==> config.mk <==
export PLATFORM = sky130hd
export DESIGN_NAME = heartbeat_membership_table
export DESIGN_NICKNAME = d
export VERILOG_FILES = /design/src/design/hbmt_pkg.sv /design/src/design/heartbeat_membership_table.sv /design/src/design/hbmt_ram.sv
export SDC_FILE = /design/constraint.sdc
export NUM_CORES = 2
export LEC_CHECK = 0
export BUFFER_PORTS_ARGS = -buffer_cell sky130_fd_sc_hd__buf_2
export CORE_ASPECT_RATIO = 1.5
export CORE_UTILIZATION = 50
export DETAILED_ROUTE_END_ITERATION = 10
export PLACE_DENSITY = 0.77
export SYNTH_ARGS = -nofsm -noshare
export SYNTH_HDL_FRONTEND = slang
export SYNTH_HIERARCHICAL = 1
export SYNTH_SLANG_ARGS = --single-unit
==> constraint.sdc <==
create_clock -name aclk -period 13.5 [get_ports aclk]
set_input_delay 2.7 -clock aclk [delete_from_list [all_inputs] [get_ports aclk]]
set_output_delay 2.7 -clock aclk [all_outputs]
set_load 0.005 [all_outputs]
==> src/design/hbmt_pkg.sv <==
// Types, result codes and helper functions of the heartbeat membership table.
package hbmt_pkg;

    localparam int KIND_W  = 3;
    localparam int COUNT_W = 7;
    localparam int ADDR_W  = 8;

    localparam logic [KIND_W-1:0] KIND_ADDED     = 3'd0;
    localparam logic [KIND_W-1:0] KIND_UPDATED   = 3'd1;
    localparam logic [KIND_W-1:0] KIND_UNCHANGED = 3'd2;
    localparam logic [KIND_W-1:0] KIND_SELF      = 3'd3;
    localparam logic [KIND_W-1:0] KIND_STALE     = 3'd4;
    localparam logic [KIND_W-1:0] KIND_FULL      = 3'd5;
    localparam logic [KIND_W-1:0] KIND_REMOVED   = 3'd6;
    localparam logic [KIND_W-1:0] KIND_TICK_DONE = 3'd7;

    localparam logic [ADDR_W-1:0] REG_FAIL_TIMEOUT   = 8'd0;
    localparam logic [ADDR_W-1:0] REG_REMOVE_TIMEOUT = 8'd1;
    localparam logic [ADDR_W-1:0] REG_SELF_ID        = 8'd2;
    localparam logic [ADDR_W-1:0] REG_SELF_PORT      = 8'd3;

    localparam logic [7:0] FAIL_TIMEOUT_RST   = 8'd5;
    localparam logic [7:0] REMOVE_TIMEOUT_RST = 8'd20;

    typedef enum logic [2:0] {
        ST_IDLE,
        ST_SCAN,
        ST_RESULT,
        ST_EMIT_RD,
        ST_EMIT_OUT,
        ST_TICK_DONE
    } hbmt_state_t;

    typedef struct packed {
        logic [31:0] ident;
        logic [15:0] port;
        logic [31:0] beat;
        logic [31:0] stamp;
    } hbmt_entry_t;

    // True when a heartbeat or stamp plus both timeouts does not exceed the clock.
    function automatic logic hbmt_expired(input logic [31:0] beat,
                                          input logic [7:0]  fail_to,
                                          input logic [7:0]  remove_to,
                                          input logic [31:0] clock);
        logic [33:0] lim;
        lim = {2'b00, beat} + {26'd0, fail_to} + {26'd0, remove_to};
        return lim <= {2'b00, clock};
    endfunction

endpackage

==> src/design/heartbeat_membership_table.sv <==
// A self or stale report goes straight from the idle state to its result state; any
// other report first scans the table through the RAM read port, then gives its result.
// A tick scans once for expiry, then re-reads each removed entry through the RAM read
// port to emit it, skipping the other slots, and ends with its tick-done result.
// The next item is taken once the current one's last result sits in the output register.
// Synchronous active-low reset clears the valid bits at once; the table RAM needs no pass.
module heartbeat_membership_table #(
    parameter int TABLE_DEPTH = 16
) (
    input  logic                              aclk,
    input  logic                              aresetn,
    input  logic                              cfg_valid,
    output logic                              cfg_ready,
    input  logic [hbmt_pkg::ADDR_W-1:0]       cfg_addr,
    input  logic [31:0]                       cfg_data,
    input  logic                              s_valid,
    output logic                              s_ready,
    input  logic                              s_action,
    input  logic [31:0]                       s_member_id,
    input  logic [15:0]                       s_member_port,
    input  logic [31:0]                       s_member_heartbeat,
    output logic                              m_valid,
    input  logic                              m_ready,
    output logic [hbmt_pkg::KIND_W-1:0]       m_kind,
    output logic [31:0]                       m_entry_id,
    output logic [15:0]                       m_entry_port,
    output logic                              m_gossip_due,
    output logic [hbmt_pkg::COUNT_W-1:0]      m_member_count,
    output logic                              m_last
);

    import hbmt_pkg::*;

    localparam int IDX_W = $clog2(TABLE_DEPTH);
    localparam int CNT_W = $clog2(TABLE_DEPTH + 1);
    localparam logic [IDX_W:0]   SCAN_LIMIT = (IDX_W + 1)'(TABLE_DEPTH);
    localparam logic [IDX_W-1:0] LAST_IDX   = IDX_W'(TABLE_DEPTH - 1);

    hbmt_state_t state_reg, state_next;

    logic [7:0]  fail_to_reg, fail_to_next;
    logic [7:0]  remove_to_reg, remove_to_next;
    logic [31:0] self_id_reg, self_id_next;
    logic [15:0] self_port_reg, self_port_next;

    logic [31:0] clock_reg, clock_next;
    logic [7:0]  countdown_reg, countdown_next;
    logic [7:0]  countdown_dec;
    logic [CNT_W-1:0] total_reg, total_next;
    logic [TABLE_DEPTH-1:0] valid_reg, valid_next;
    logic [TABLE_DEPTH-1:0] rm_mask_reg, rm_mask_next;

    logic        op_tick_reg, op_tick_next;
    logic [31:0] req_id_reg, req_id_next;
    logic [15:0] req_port_reg, req_port_next;
    logic [31:0] req_beat_reg, req_beat_next;
    logic [KIND_W-1:0] kind_reg, kind_next;
    logic        due_reg, due_next;

    logic [IDX_W:0]   scan_cnt_reg, scan_cnt_next;
    logic             chk_vld_reg, chk_vld_next;
    logic [IDX_W-1:0] chk_idx_reg, chk_idx_next;
    logic             hit_found_reg, hit_found_next;
    logic [IDX_W-1:0] hit_idx_reg, hit_idx_next;
    logic             hit_newer_reg, hit_newer_next;
    logic             free_found_reg, free_found_next;
    logic [IDX_W-1:0] free_idx_reg, free_idx_next;

    logic              m_valid_reg, m_valid_next;
    logic [KIND_W-1:0] m_kind_reg, m_kind_next;
    logic [31:0]       m_id_reg, m_id_next;
    logic [15:0]       m_port_reg, m_port_next;
    logic              m_due_reg, m_due_next;
    logic [COUNT_W-1:0] m_count_reg, m_count_next;
    logic              m_last_reg, m_last_next;

    logic ram_we;
    logic [IDX_W-1:0] ram_waddr;
    hbmt_entry_t ram_wdata, ram_rdata;
    logic [$bits(hbmt_entry_t)-1:0] ram_rdata_raw;

    logic accept, self_hit, stale_hit, out_free, scan_end;
    logic chk_slot_valid, chk_match;
    logic hit_any, newer_any, free_any;
    logic [IDX_W-1:0] hit_sel, free_sel;

    hbmt_ram #(
        .WIDTH ($bits(hbmt_entry_t)),
        .DEPTH (TABLE_DEPTH)
    ) u_ram (
        .clk   (aclk),
        .we    (ram_we),
        .waddr (ram_waddr),
        .wdata (ram_wdata),
        .raddr (scan_cnt_reg[IDX_W-1:0]),
        .rdata (ram_rdata_raw)
    );

    assign ram_rdata = hbmt_entry_t'(ram_rdata_raw);

    assign cfg_ready = 1'b1;
    assign s_ready   = (state_reg == ST_IDLE);
    assign accept    = s_valid && s_ready;
    assign out_free  = !m_valid_reg || m_ready;

    assign self_hit  = (s_member_id == self_id_reg) && (s_member_port == self_port_reg);
    assign stale_hit = hbmt_expired(s_member_heartbeat, fail_to_reg, remove_to_reg, clock_reg);
    assign countdown_dec = countdown_reg - 8'd1;

    assign scan_end       = chk_vld_reg && (chk_idx_reg == LAST_IDX);
    assign chk_slot_valid = valid_reg[chk_idx_reg];
    assign chk_match      = chk_vld_reg && chk_slot_valid
                            && (ram_rdata.ident == req_id_reg)
                            && (ram_rdata.port == req_port_reg);

    // Merge the entry under comparison with what earlier slots found, so the last slot counts.
    assign hit_any   = hit_found_reg || chk_match;
    assign hit_sel   = hit_found_reg ? hit_idx_reg : chk_idx_reg;
    assign newer_any = hit_found_reg ? hit_newer_reg : (ram_rdata.beat < req_beat_reg);
    assign free_any  = free_found_reg || (chk_vld_reg && !chk_slot_valid);
    assign free_sel  = free_found_reg ? free_idx_reg : chk_idx_reg;

    // Next state.
    always_comb begin
        state_next = state_reg;
        unique case (state_reg)
            ST_IDLE: begin
                if (accept) begin
                    if (!s_action && (self_hit || stale_hit)) begin
                        state_next = ST_RESULT;
                    end else begin
                        state_next = ST_SCAN;
                    end
                end
            end
            ST_SCAN: begin
                if (scan_end) begin
                    state_next = op_tick_reg ? ST_EMIT_RD : ST_RESULT;
                end
            end
            ST_RESULT: begin
                if (out_free) begin
                    state_next = ST_IDLE;
                end
            end
            ST_EMIT_RD: begin
                if (scan_cnt_reg == SCAN_LIMIT) begin
                    state_next = ST_TICK_DONE;
                end else if (rm_mask_reg[scan_cnt_reg[IDX_W-1:0]]) begin
                    state_next = ST_EMIT_OUT;
                end
            end
            ST_EMIT_OUT: begin
                if (out_free) begin
                    state_next = ST_EMIT_RD;
                end
            end
            ST_TICK_DONE: begin
                if (out_free) begin
                    state_next = ST_IDLE;
                end
            end
            default: state_next = ST_IDLE;
        endcase
    end

    // Datapath and outputs.
    always_comb begin
        fail_to_next    = fail_to_reg;
        remove_to_next  = remove_to_reg;
        self_id_next    = self_id_reg;
        self_port_next  = self_port_reg;
        clock_next      = clock_reg;
        countdown_next  = countdown_reg;
        total_next      = total_reg;
        valid_next      = valid_reg;
        rm_mask_next    = rm_mask_reg;
        op_tick_next    = op_tick_reg;
        req_id_next     = req_id_reg;
        req_port_next   = req_port_reg;
        req_beat_next   = req_beat_reg;
        kind_next       = kind_reg;
        due_next        = due_reg;
        scan_cnt_next   = scan_cnt_reg;
        chk_vld_next    = 1'b0;
        chk_idx_next    = chk_idx_reg;
        hit_found_next  = hit_found_reg;
        hit_idx_next    = hit_idx_reg;
        hit_newer_next  = hit_newer_reg;
        free_found_next = free_found_reg;
        free_idx_next   = free_idx_reg;
        m_valid_next    = m_valid_reg && !m_ready;
        m_kind_next     = m_kind_reg;
        m_id_next       = m_id_reg;
        m_port_next     = m_port_reg;
        m_due_next      = m_due_reg;
        m_count_next    = m_count_reg;
        m_last_next     = m_last_reg;
        ram_we          = 1'b0;
        ram_waddr       = free_sel;
        ram_wdata       = '{ident: req_id_reg, port: req_port_reg,
                            beat: req_beat_reg, stamp: clock_reg};

        if (cfg_valid && cfg_ready) begin
            unique case (cfg_addr)
                REG_FAIL_TIMEOUT:   fail_to_next   = cfg_data[7:0];
                REG_REMOVE_TIMEOUT: remove_to_next = cfg_data[7:0];
                REG_SELF_ID:        self_id_next   = cfg_data;
                REG_SELF_PORT:      self_port_next = cfg_data[15:0];
                default: ;
            endcase
        end

        unique case (state_reg)
            ST_IDLE: begin
                if (accept) begin
                    op_tick_next    = s_action;
                    req_id_next     = s_member_id;
                    req_port_next   = s_member_port;
                    req_beat_next   = s_member_heartbeat;
                    scan_cnt_next   = '0;
                    hit_found_next  = 1'b0;
                    free_found_next = 1'b0;
                    kind_next       = self_hit ? KIND_SELF : KIND_STALE;
                    if (s_action) begin
                        clock_next   = clock_reg + 32'd1;
                        rm_mask_next = '0;
                        if (countdown_dec == 8'd0) begin
                            due_next       = 1'b1;
                            countdown_next = fail_to_reg;
                        end else begin
                            due_next       = 1'b0;
                            countdown_next = countdown_dec;
                        end
                    end
                end
            end
            ST_SCAN: begin
                if (scan_cnt_reg < SCAN_LIMIT) begin
                    chk_vld_next  = 1'b1;
                    chk_idx_next  = scan_cnt_reg[IDX_W-1:0];
                    scan_cnt_next = scan_cnt_reg + (IDX_W + 1)'(1);
                end
                if (chk_vld_reg) begin
                    if (op_tick_reg) begin
                        if (chk_slot_valid && hbmt_expired(ram_rdata.stamp, fail_to_reg,
                                                           remove_to_reg, clock_reg)) begin
                            valid_next[chk_idx_reg]   = 1'b0;
                            rm_mask_next[chk_idx_reg] = 1'b1;
                            total_next                = total_reg - CNT_W'(1);
                        end
                    end else begin
                        hit_found_next  = hit_any;
                        hit_idx_next    = hit_sel;
                        hit_newer_next  = newer_any;
                        free_found_next = free_any;
                        free_idx_next   = free_sel;
                    end
                end
                if (scan_end) begin
                    scan_cnt_next = '0;
                    if (!op_tick_reg) begin
                        if (hit_any) begin
                            kind_next = newer_any ? KIND_UPDATED : KIND_UNCHANGED;
                            ram_we    = newer_any;
                            ram_waddr = hit_sel;
                        end else if (free_any) begin
                            kind_next            = KIND_ADDED;
                            ram_we               = 1'b1;
                            ram_waddr            = free_sel;
                            valid_next[free_sel] = 1'b1;
                            total_next           = total_reg + CNT_W'(1);
                        end else begin
                            kind_next = KIND_FULL;
                        end
                    end
                end
            end
            ST_RESULT: begin
                if (out_free) begin
                    m_valid_next = 1'b1;
                    m_kind_next  = kind_reg;
                    m_id_next    = req_id_reg;
                    m_port_next  = req_port_reg;
                    m_due_next   = 1'b0;
                    m_count_next = COUNT_W'(total_reg);
                    m_last_next  = 1'b1;
                end
            end
            ST_EMIT_RD: begin
                if (scan_cnt_reg != SCAN_LIMIT && !rm_mask_reg[scan_cnt_reg[IDX_W-1:0]]) begin
                    scan_cnt_next = scan_cnt_reg + (IDX_W + 1)'(1);
                end
            end
            ST_EMIT_OUT: begin
                if (out_free) begin
                    m_valid_next  = 1'b1;
                    m_kind_next   = KIND_REMOVED;
                    m_id_next     = ram_rdata.ident;
                    m_port_next   = ram_rdata.port;
                    m_due_next    = 1'b0;
                    m_count_next  = COUNT_W'(total_reg);
                    m_last_next   = 1'b0;
                    scan_cnt_next = scan_cnt_reg + (IDX_W + 1)'(1);
                end
            end
            ST_TICK_DONE: begin
                if (out_free) begin
                    m_valid_next = 1'b1;
                    m_kind_next  = KIND_TICK_DONE;
                    m_id_next    = '0;
                    m_port_next  = '0;
                    m_due_next   = due_reg;
                    m_count_next = COUNT_W'(total_reg);
                    m_last_next  = 1'b1;
                end
            end
            default: ;
        endcase
    end

    always_ff @(posedge aclk) begin
        if (!aresetn) begin
            state_reg     <= ST_IDLE;
            fail_to_reg   <= FAIL_TIMEOUT_RST;
            remove_to_reg <= REMOVE_TIMEOUT_RST;
            self_id_reg   <= '0;
            self_port_reg <= '0;
            clock_reg     <= '0;
            countdown_reg <= FAIL_TIMEOUT_RST;
            total_reg     <= '0;
            valid_reg     <= '0;
            chk_vld_reg   <= 1'b0;
            m_valid_reg   <= 1'b0;
        end else begin
            state_reg     <= state_next;
            fail_to_reg   <= fail_to_next;
            remove_to_reg <= remove_to_next;
            self_id_reg   <= self_id_next;
            self_port_reg <= self_port_next;
            clock_reg     <= clock_next;
            countdown_reg <= countdown_next;
            total_reg     <= total_next;
            valid_reg     <= valid_next;
            chk_vld_reg   <= chk_vld_next;
            m_valid_reg   <= m_valid_next;
        end
    end

    always_ff @(posedge aclk) begin
        rm_mask_reg    <= rm_mask_next;
        op_tick_reg    <= op_tick_next;
        req_id_reg     <= req_id_next;
        req_port_reg   <= req_port_next;
        req_beat_reg   <= req_beat_next;
        kind_reg       <= kind_next;
        due_reg        <= due_next;
        scan_cnt_reg   <= scan_cnt_next;
        chk_idx_reg    <= chk_idx_next;
        hit_found_reg  <= hit_found_next;
        hit_idx_reg    <= hit_idx_next;
        hit_newer_reg  <= hit_newer_next;
        free_found_reg <= free_found_next;
        free_idx_reg   <= free_idx_next;
        m_kind_reg     <= m_kind_next;
        m_id_reg       <= m_id_next;
        m_port_reg     <= m_port_next;
        m_due_reg      <= m_due_next;
        m_count_reg    <= m_count_next;
        m_last_reg     <= m_last_next;
    end

    assign m_valid        = m_valid_reg;
    assign m_kind         = m_kind_reg;
    assign m_entry_id     = m_id_reg;
    assign m_entry_port   = m_port_reg;
    assign m_gossip_due   = m_due_reg;
    assign m_member_count = m_count_reg;
    assign m_last         = m_last_reg;

endmodule

==> src/design/hbmt_ram.sv <==
// Generic single-write, single-read RAM with a registered read port.
module hbmt_ram #(
    parameter int WIDTH = 112,
    parameter int DEPTH = 16
) (
    input  logic                     clk,
    input  logic                     we,
    input  logic [$clog2(DEPTH)-1:0] waddr,
    input  logic [WIDTH-1:0]         wdata,
    input  logic [$clog2(DEPTH)-1:0] raddr,
    output logic [WIDTH-1:0]         rdata
);

    logic [WIDTH-1:0] mem [DEPTH];

    always_ff @(posedge clk) begin
        if (we) begin
            mem[waddr] <= wdata;
        end
        rdata <= mem[raddr];
    end

endmodule

; Yosys cells after proc, flatten, opt, wreduce, memory -nomap -nowiden
; Memory sizes are Yosys's and may differ from the RTL's. A register that Yosys moved wholly into a read port is not among the register bits.
; Cells that the tools add are included.
[classes]
n_addsub = 9
multipliers = 0
div_mod_pow = 0
n_lt_le_gt_ge = 9
n_eq_ne = 30
n_shift = 0
muxes = 95
bitwise_logic = 5
reduce_logical = 51
[op_table]
columns = operator, n
row1 = 16-bit two-way mux, 16
row2 = 32-bit two-way mux, 3
row3 = 32-bit one-hot mux with 3 select lines, 1
row4 = 33-bit by 8-bit adder with 34-bit output, 2
row5 = 34-bit by 32-bit <= comparator with 1-bit output, 2
row6 = 32-bit by 8-bit adder with 33-bit output, 2
row7 = 32-bit equality test, 2
row8 = 5-bit two-way mux, 12
row9 = 16-bit one-hot mux with 3 select lines, 1
row10 = 3-bit two-way mux, 15
row11 = 32-bit by 1-bit adder with 32-bit output (second input constant), 1
row12 = 16-bit equality test, 2
row13 = 32-bit less-than comparator, 1
row14 = 16-bit OR, 2
row15 = 16-bit one-hot mux with 2 select lines, 1
row16 = 1-bit two-way mux, 25
row17 = 4-bit two-way mux, 6
row18 = 5-bit one-hot mux with 4 select lines, 1
row19 = 2-bit != test (second input constant), 9
row20 = 16-bit bitwise AND, 1
row21 = 8-bit by 2-bit equality test with 1-bit output (second input constant), 2
row22 = 8-bit logical NOT, 2
row23 = 16-bit NOT, 1
row24 = 2-bit AND reduction, 8
row25 = other kinds (37), 81
[word_totals]
register_bits = 309
latch_bits = 0
ramBits = 1792
rom_bits = 0
in_bits = 126
output_inout_bits = 63
wordCells = 231
memories = 1
[memory_table]
columns = memory, depth, width, rd, rd_ports_with_merged_regs, wr, line
row1 = u_ram.mem, 16, 112, 1, 1, 1, hbmt_ram.sv:14  ; logic [WIDTH-1:0] mem [DEPTH];

; Depth between registers and ports, before layout
[depth]
depth_word = 15
depth_mapped = 23
mapped_depth_nobuf = 21

; Cells and area by module
; Netlist, hierarchy kept.
[by_module_without_submodules]
columns = mod, instances, cells_each, area_each_um2, seq_area_each_um2
row1 = hbmt_ram, 1, 2864, 69170.1, 56053.8
row2 = heartbeat_membership_table, 1, 1839, 18223.7, 7977.7

; Worst setup path after synthesis
; Ideal clock, no wire load.
[synth_path]
path_kind = flip-flop to flip-flop
start = register req_beat_reg[13]
end = memory u_ram.mem[0][0] (enable)
setup_ns = 0.720
arrival_ns = 10.601
required_ns = 12.780
path_slack_ns = 2.179
stages_incl_launch_ff = 13
n_path_buf = 0
period_less_slack_ns = 11.321
cell_sequence = edfxtp_1 -> inv_1 -> ha_1 -> a21o_1 -> a21o_1 -> a221o_1 -> a21oi_1 -> o21ai_0 -> o21a_1 -> o21ba_2 -> nor4bb_1 -> or3b_2 -> nor3_1
[synth_via]
elab_chain_len = 8
[synth_rtl]
columns = item, line
row1 = "start, declared", heartbeat_membership_table.sv:56  ; logic [31:0] req_beat_reg, req_beat_next;
row2 = "start signal, assigned", heartbeat_membership_table.sv:355  ; req_beat_reg <= req_beat_next;
row3 = 32-bit less-than comparator, heartbeat_membership_table.sv:119  ; assign newer_any = hit_found_reg ? hit_newer_reg : (ram_rdata.beat < req_beat_reg);
row4 = 1-bit two-way mux, heartbeat_membership_table.sv:119
row5 = 1-bit two-way mux, heartbeat_membership_table.sv:263  ; if (hit_any) begin
row6 = 1-bit two-way mux, heartbeat_membership_table.sv:262  ; if (!op_tick_reg) begin
row7 = 1-bit two-way mux, heartbeat_membership_table.sv:260  ; if (scan_end) begin
row8 = 1-bit two-way mux, heartbeat_membership_table.sv:214  ; unique case (state_reg)
row9 = via ram_we, heartbeat_membership_table.sv:77  ; logic ram_we;
row10 = 1-bit two-way mux, hbmt_ram.sv:17  ; if (we) begin
row11 = 1-bit two-way mux (not written as such), hbmt_ram.sv:18  ; mem[waddr] <= wdata;
row12 = "end, declared", hbmt_ram.sv:14
; The timed path passes the listed nets, and every way through them passes these cells.

; Worst setup path after layout
[layout_path]
start = register fail_to_reg[1]
end = register rm_mask_reg[13] (enable)
[layout_via]
elab_chain_len = 6
[layout_rtl]
columns = item, line
row1 = "start, declared", heartbeat_membership_table.sv:41  ; logic [7:0] fail_to_reg, fail_to_next;
row2 = "start signal, assigned", heartbeat_membership_table.sv:337  ; fail_to_reg <= fail_to_next;
row3 = 32-bit by 8-bit adder with 33-bit output, hbmt_pkg.sv:47  ; lim = {2'b00, beat} + {26'd0, fail_to} + {26'd0, remove_to};
row4 = 33-bit by 8-bit adder with 34-bit output, hbmt_pkg.sv:47
row5 = 34-bit by 32-bit <= comparator with 1-bit output, hbmt_pkg.sv:48  ; return lim <= {2'b00, clock};
row6 = 1-bit logical AND, heartbeat_membership_table.sv:246  ; if (chk_slot_valid && hbmt_expired(ram_rdata.stamp, fail_to_reg,
row7 = 2-bit != test (no line), n/a
row8 = 6-bit AND reduction (no line), n/a
row9 = "end signal, assigned", heartbeat_membership_table.sv:351  ; rm_mask_reg <= rm_mask_next;
row10 = "end, declared", heartbeat_membership_table.sv:51  ; logic [TABLE_DEPTH-1:0] rm_mask_reg, rm_mask_next;
; Every way passes these cells.
; A chain may end at the register's enable or synchronous reset.

==> run summary <==
## Route
* DRC viols: 0
* DR WL/cell: 30.0 um
* Final ANT Viol Nets: 0
* length of routed met3 wiring: 24.6 mm
* total length of routed met2 wires: 107 mm
* wire length after detailed routing: 221 mm
* highest metal used: met5
* vias after detailed routing: 46400
* first drt pass iteration count: 5
* via count normalized by instance count: 6.30
* detailed-route wire length on metal 1: 81.2 mm
* initial drt markers: 5443

## Worst setup path
* start-to-end type of the worst setup path: reg -> reg
* crit path buf inv count: 3
* crit path cell chain: fa_1 -> ha_1 -> inv_1 -> fa_1 -> nor2b_1 -> o21ai_0 -> a21boi_0 -> o21ai_0 -> a2111oi_0 -> buf_4 -> nand4_1 -> xnor2_1 -> ha_1 -> and2_1 -> a221o_1 -> a21oi_1 -> nand2_1 -> o21ai_1 -> nand3_1 -> nor2_1 -> a2bb2oi_1 -> buf_4
* Crit-path slowest cell: nand3_1
* Crit. End Element: flop
* critical path required time: 14.01 ns
* kind of cell adding the most delay to the critical path: compound AO/OA/AOI/OAI gates
* delay contributed by the slowest stage of the critical path: 0.88 ns
* arrival time at the worst endpoint: 7.64 ns
* critical path launch point type: flop
* Worst Path Max Fanout: 21

## Yosys
* cells after synthesis: 4703
* Warnings, synthesis: 6
* number of synthesized flops with an enable pin: 1971
* area fraction of the dominant cell type after synthesis: 67.7%
* register area share after synthesis: 73.3%
* leading cell types by count after synthesis: edfxtp_1, mux4_2, nand2_1
* post-synthesis cell type count: 78
* share of flip-flops with an asynchronous set or reset after synthesis: 0%
* Mean Syn Cell Area: 18.6 um^2
* number of synthesized register bits: 2213
* Top FF cell, synth: edfxtp_1
* library cell with the largest summed area after synthesis: edfxtp_1
* Post-Syn Area: 0.0874 mm^2
* most instantiated library cell after synthesis: edfxtp_1
* largest cells by area after synthesis: edfxtp_1, mux4_2, dfxtp_1

## STA
* final period demand of the worst path: 7.12 ns
* Fin Clk Skew: 0.0344 ns
* Rel. slew slack: 20.5%
* Setup TNS: 0 ns
* final hold violation count: 0
* fin crit share: 52.8%
* RSZ-0062 raised after global routing: false
* Highest Clock Rate: 140 MHz
* final count of pins violating max slew: 0
* setup violators final: 0
* worst-margin pin slew: 1.19 ns

## Finish
* area delta synth->final: 11.2%
* final core utilization: 56.1%
* Top reg by flops: u_ram/mem
* number of nets in the layout: 5195
* combined flip-flop and latch cell area: 0.0640 mm^2
* Largest register FFs: 1792
* Multi-input gate area: 0.0221 mm^2
* fraction of final layout cells sized beyond drive strength 1: 20.8%
* Top Registers: u_ram/mem: 1792 flops, u_ram/rdata: 112 flops
* Filler Cell Count: 12500

## Pwr
* areal power density over the cells: 164 mW/mm^2
* internal power: 11800 uW
* leakage power figure: 0.0319 uW
* portion of total power attributed to the clock network: 34.4%
* NetSw: 4140 uW
* Combinational Power Share: 15.4%
* VDD IR max: 143 uV
* proportion of total power due to net switching: 26.0%
* sequential group share of total power: 50.3%

## Floorplan
* initial core utilization: 50.4%
* overall die area: 0.176 mm^2
* number of rows created at floorplan: 187
* core region area: 0.173 mm^2
* Die X: 343 um
* ports placed on the boundary: 189
* y dimension of the die: 514 um

## CTS
* number of buffers created by CTS: 185
* number of cells upsized or downsized after cts: 0
* buffers from clock root to sink, at most: 3
* Clk pin slew, worst setup/hold paths: 0.07 ns
* clock latency of the later-clocked register in the worst-skew pair: 0.83 ns
* CTS tree: done
* CTS Hold Buffers Added: 0
* post-CTS setup buffers: 0
* total number of H-tree levels: 4
* number of sinks handled by clock tree synthesis: 2213
* master cell of the clock root buffer: clkbuf_16

## Run status
* outcome: completed

## GRT
* global-route wire length before repair: 319 mm
* GR Overflow Total: 0
* maximum number of pins on one net before global-route repair: 159
* antenna violations before repair: 30
* Total Routing Usage GR: 25.1%
* number of global-route vias before repair: 47200

## Placed design
* final RePlAce weighted congestion: 0.869
* Detailed Place HPWL: 124 mm
* count of input and output buffers: 185

## Min path
* classification of the worst-slack hold path: reg -> reg

## Flow run
* max-cap viol count: 0

## power by group through the flow
stage / clock network [uW] / logic, uW / registers [uW]
final: 5490 / 2450 / 8030
after global placement: 0 / 2380 / 8150
after detailed placement: 0 / 2420 / 8170
after CTS: 5550 / 2450 / 8020
after floorplan: 0 / 1750 / 8040
after global routing: 5780 / 2620 / 8050
## worst reg2reg max path: stages, from the launching register on
cell	delay [ns]
dfxtp_1	0.37
fa_1	0.55
ha_1	0.19
inv_1	0.07
fa_1	0.46
nor2b_1	0.11
o21ai_0	0.10
a21boi_0	0.26
o21ai_0	0.19
a2111oi_0	0.51
buf_4	0.23
nand4_1	0.12
xnor2_1	0.15
ha_1	0.30
and2_1	0.18
a221o_1	0.30
a21oi_1	0.25
nand2_1	0.09
o21ai_1	0.72
nand3_1	0.89
nor2_1	0.34
a2bb2oi_1	0.17
buf_4	0.27
## area by class of cell
class                           count  area share [%]
Multi-Input combinational cell   2178            22.7
Antenna cell                        5          0.0129
Tap cell                         2268            2.92
Sequential cell                  2213            65.9
Clock inverter                    108            1.18
Timing Repair Buffer              259            1.66
Inverter                           96           0.371
Clock buffer                      240            5.27
## layout by cell type, fill, tap and decap left out, types with 39 or more instances in the layout
cell type  Yosys  routed
buf_4         35      65
o21ai_0       92      92
buf_2         22     184
inv_1         95      95
mux4_2       456     456
ha_1         118     118
dfxtp_1      242     241
nor2b_1       45      43
xor2_1        44      44
nand3_1       50      50
a21oi_1       68      68
nor2_1       120     105
xnor2_1      131     131
edfxtp_1    1971    1971
mux2i_1       39      39
nand4_1       49      49
clkbuf_16      0     190
a22oi_1      228     228
nand2b_1      75      75
nand2_1      327     326
## per-layer routing
metal | up-vias | GRT usage [%]
met1 | 24000 | 33.0
met5 | - | 0
li1 | 19300 | -
met3 | 486 | 6.29
met2 | 2662 | 40.4
met4 | 28 | 9.46
## final timing paths
check / slack [ns] / startpoint / cells after the start / end
setup / recovery: 6.38 / fail_to_reg[1]$_SDFFE_PN0P_ / 22 / rm_mask_reg[13]$_SDFFCE_PN0P_
hold reg to reg: 0.45 / total_reg[4]$_SDFFE_PN0P_ / 0 / m_member_count[4]$_DFFE_PP_
setup reg to reg: 6.38 / fail_to_reg[1]$_SDFFE_PN0P_ / 22 / rm_mask_reg[13]$_SDFFCE_PN0P_
hold / removal: 0.45 / total_reg[4]$_SDFFE_PN0P_ / 0 / m_member_count[4]$_DFFE_PP_
## logic make-up (layout without fill, tap and decap cells)
family	after synthesis	in the layout	share of synthesized area (%)
AO/OA/AOI/OAI	543	543	4.29
buffers and inverters	313	703	1.64
other	2	8	0.00859
multiplexers	504	504	12.3
AND/OR/NAND/NOR	817	817	4.63
XOR/XNOR	175	175	1.75
adder cells (fa/ha/maj)	136	136	2.10
flip-flops	2213	2213	73.3
## per-stage QoR
stage               hold WS [ns]  cells  cell area, um^2  worst slack (ns)  power, uW
floorplan                  0.413   4704            87400              2.18       9790
global placement           0.437   7014            90900              5.65      10500
detailed placement         0.440   7014            90900              5.71      10600
CTS                        0.453   7362            97200              6.47      16000
global route               0.462   7364            97200              6.12      16500
finish                     0.451   7367            97200              6.38      16000
Note: power is estimated with default switching activity, not from simulation.
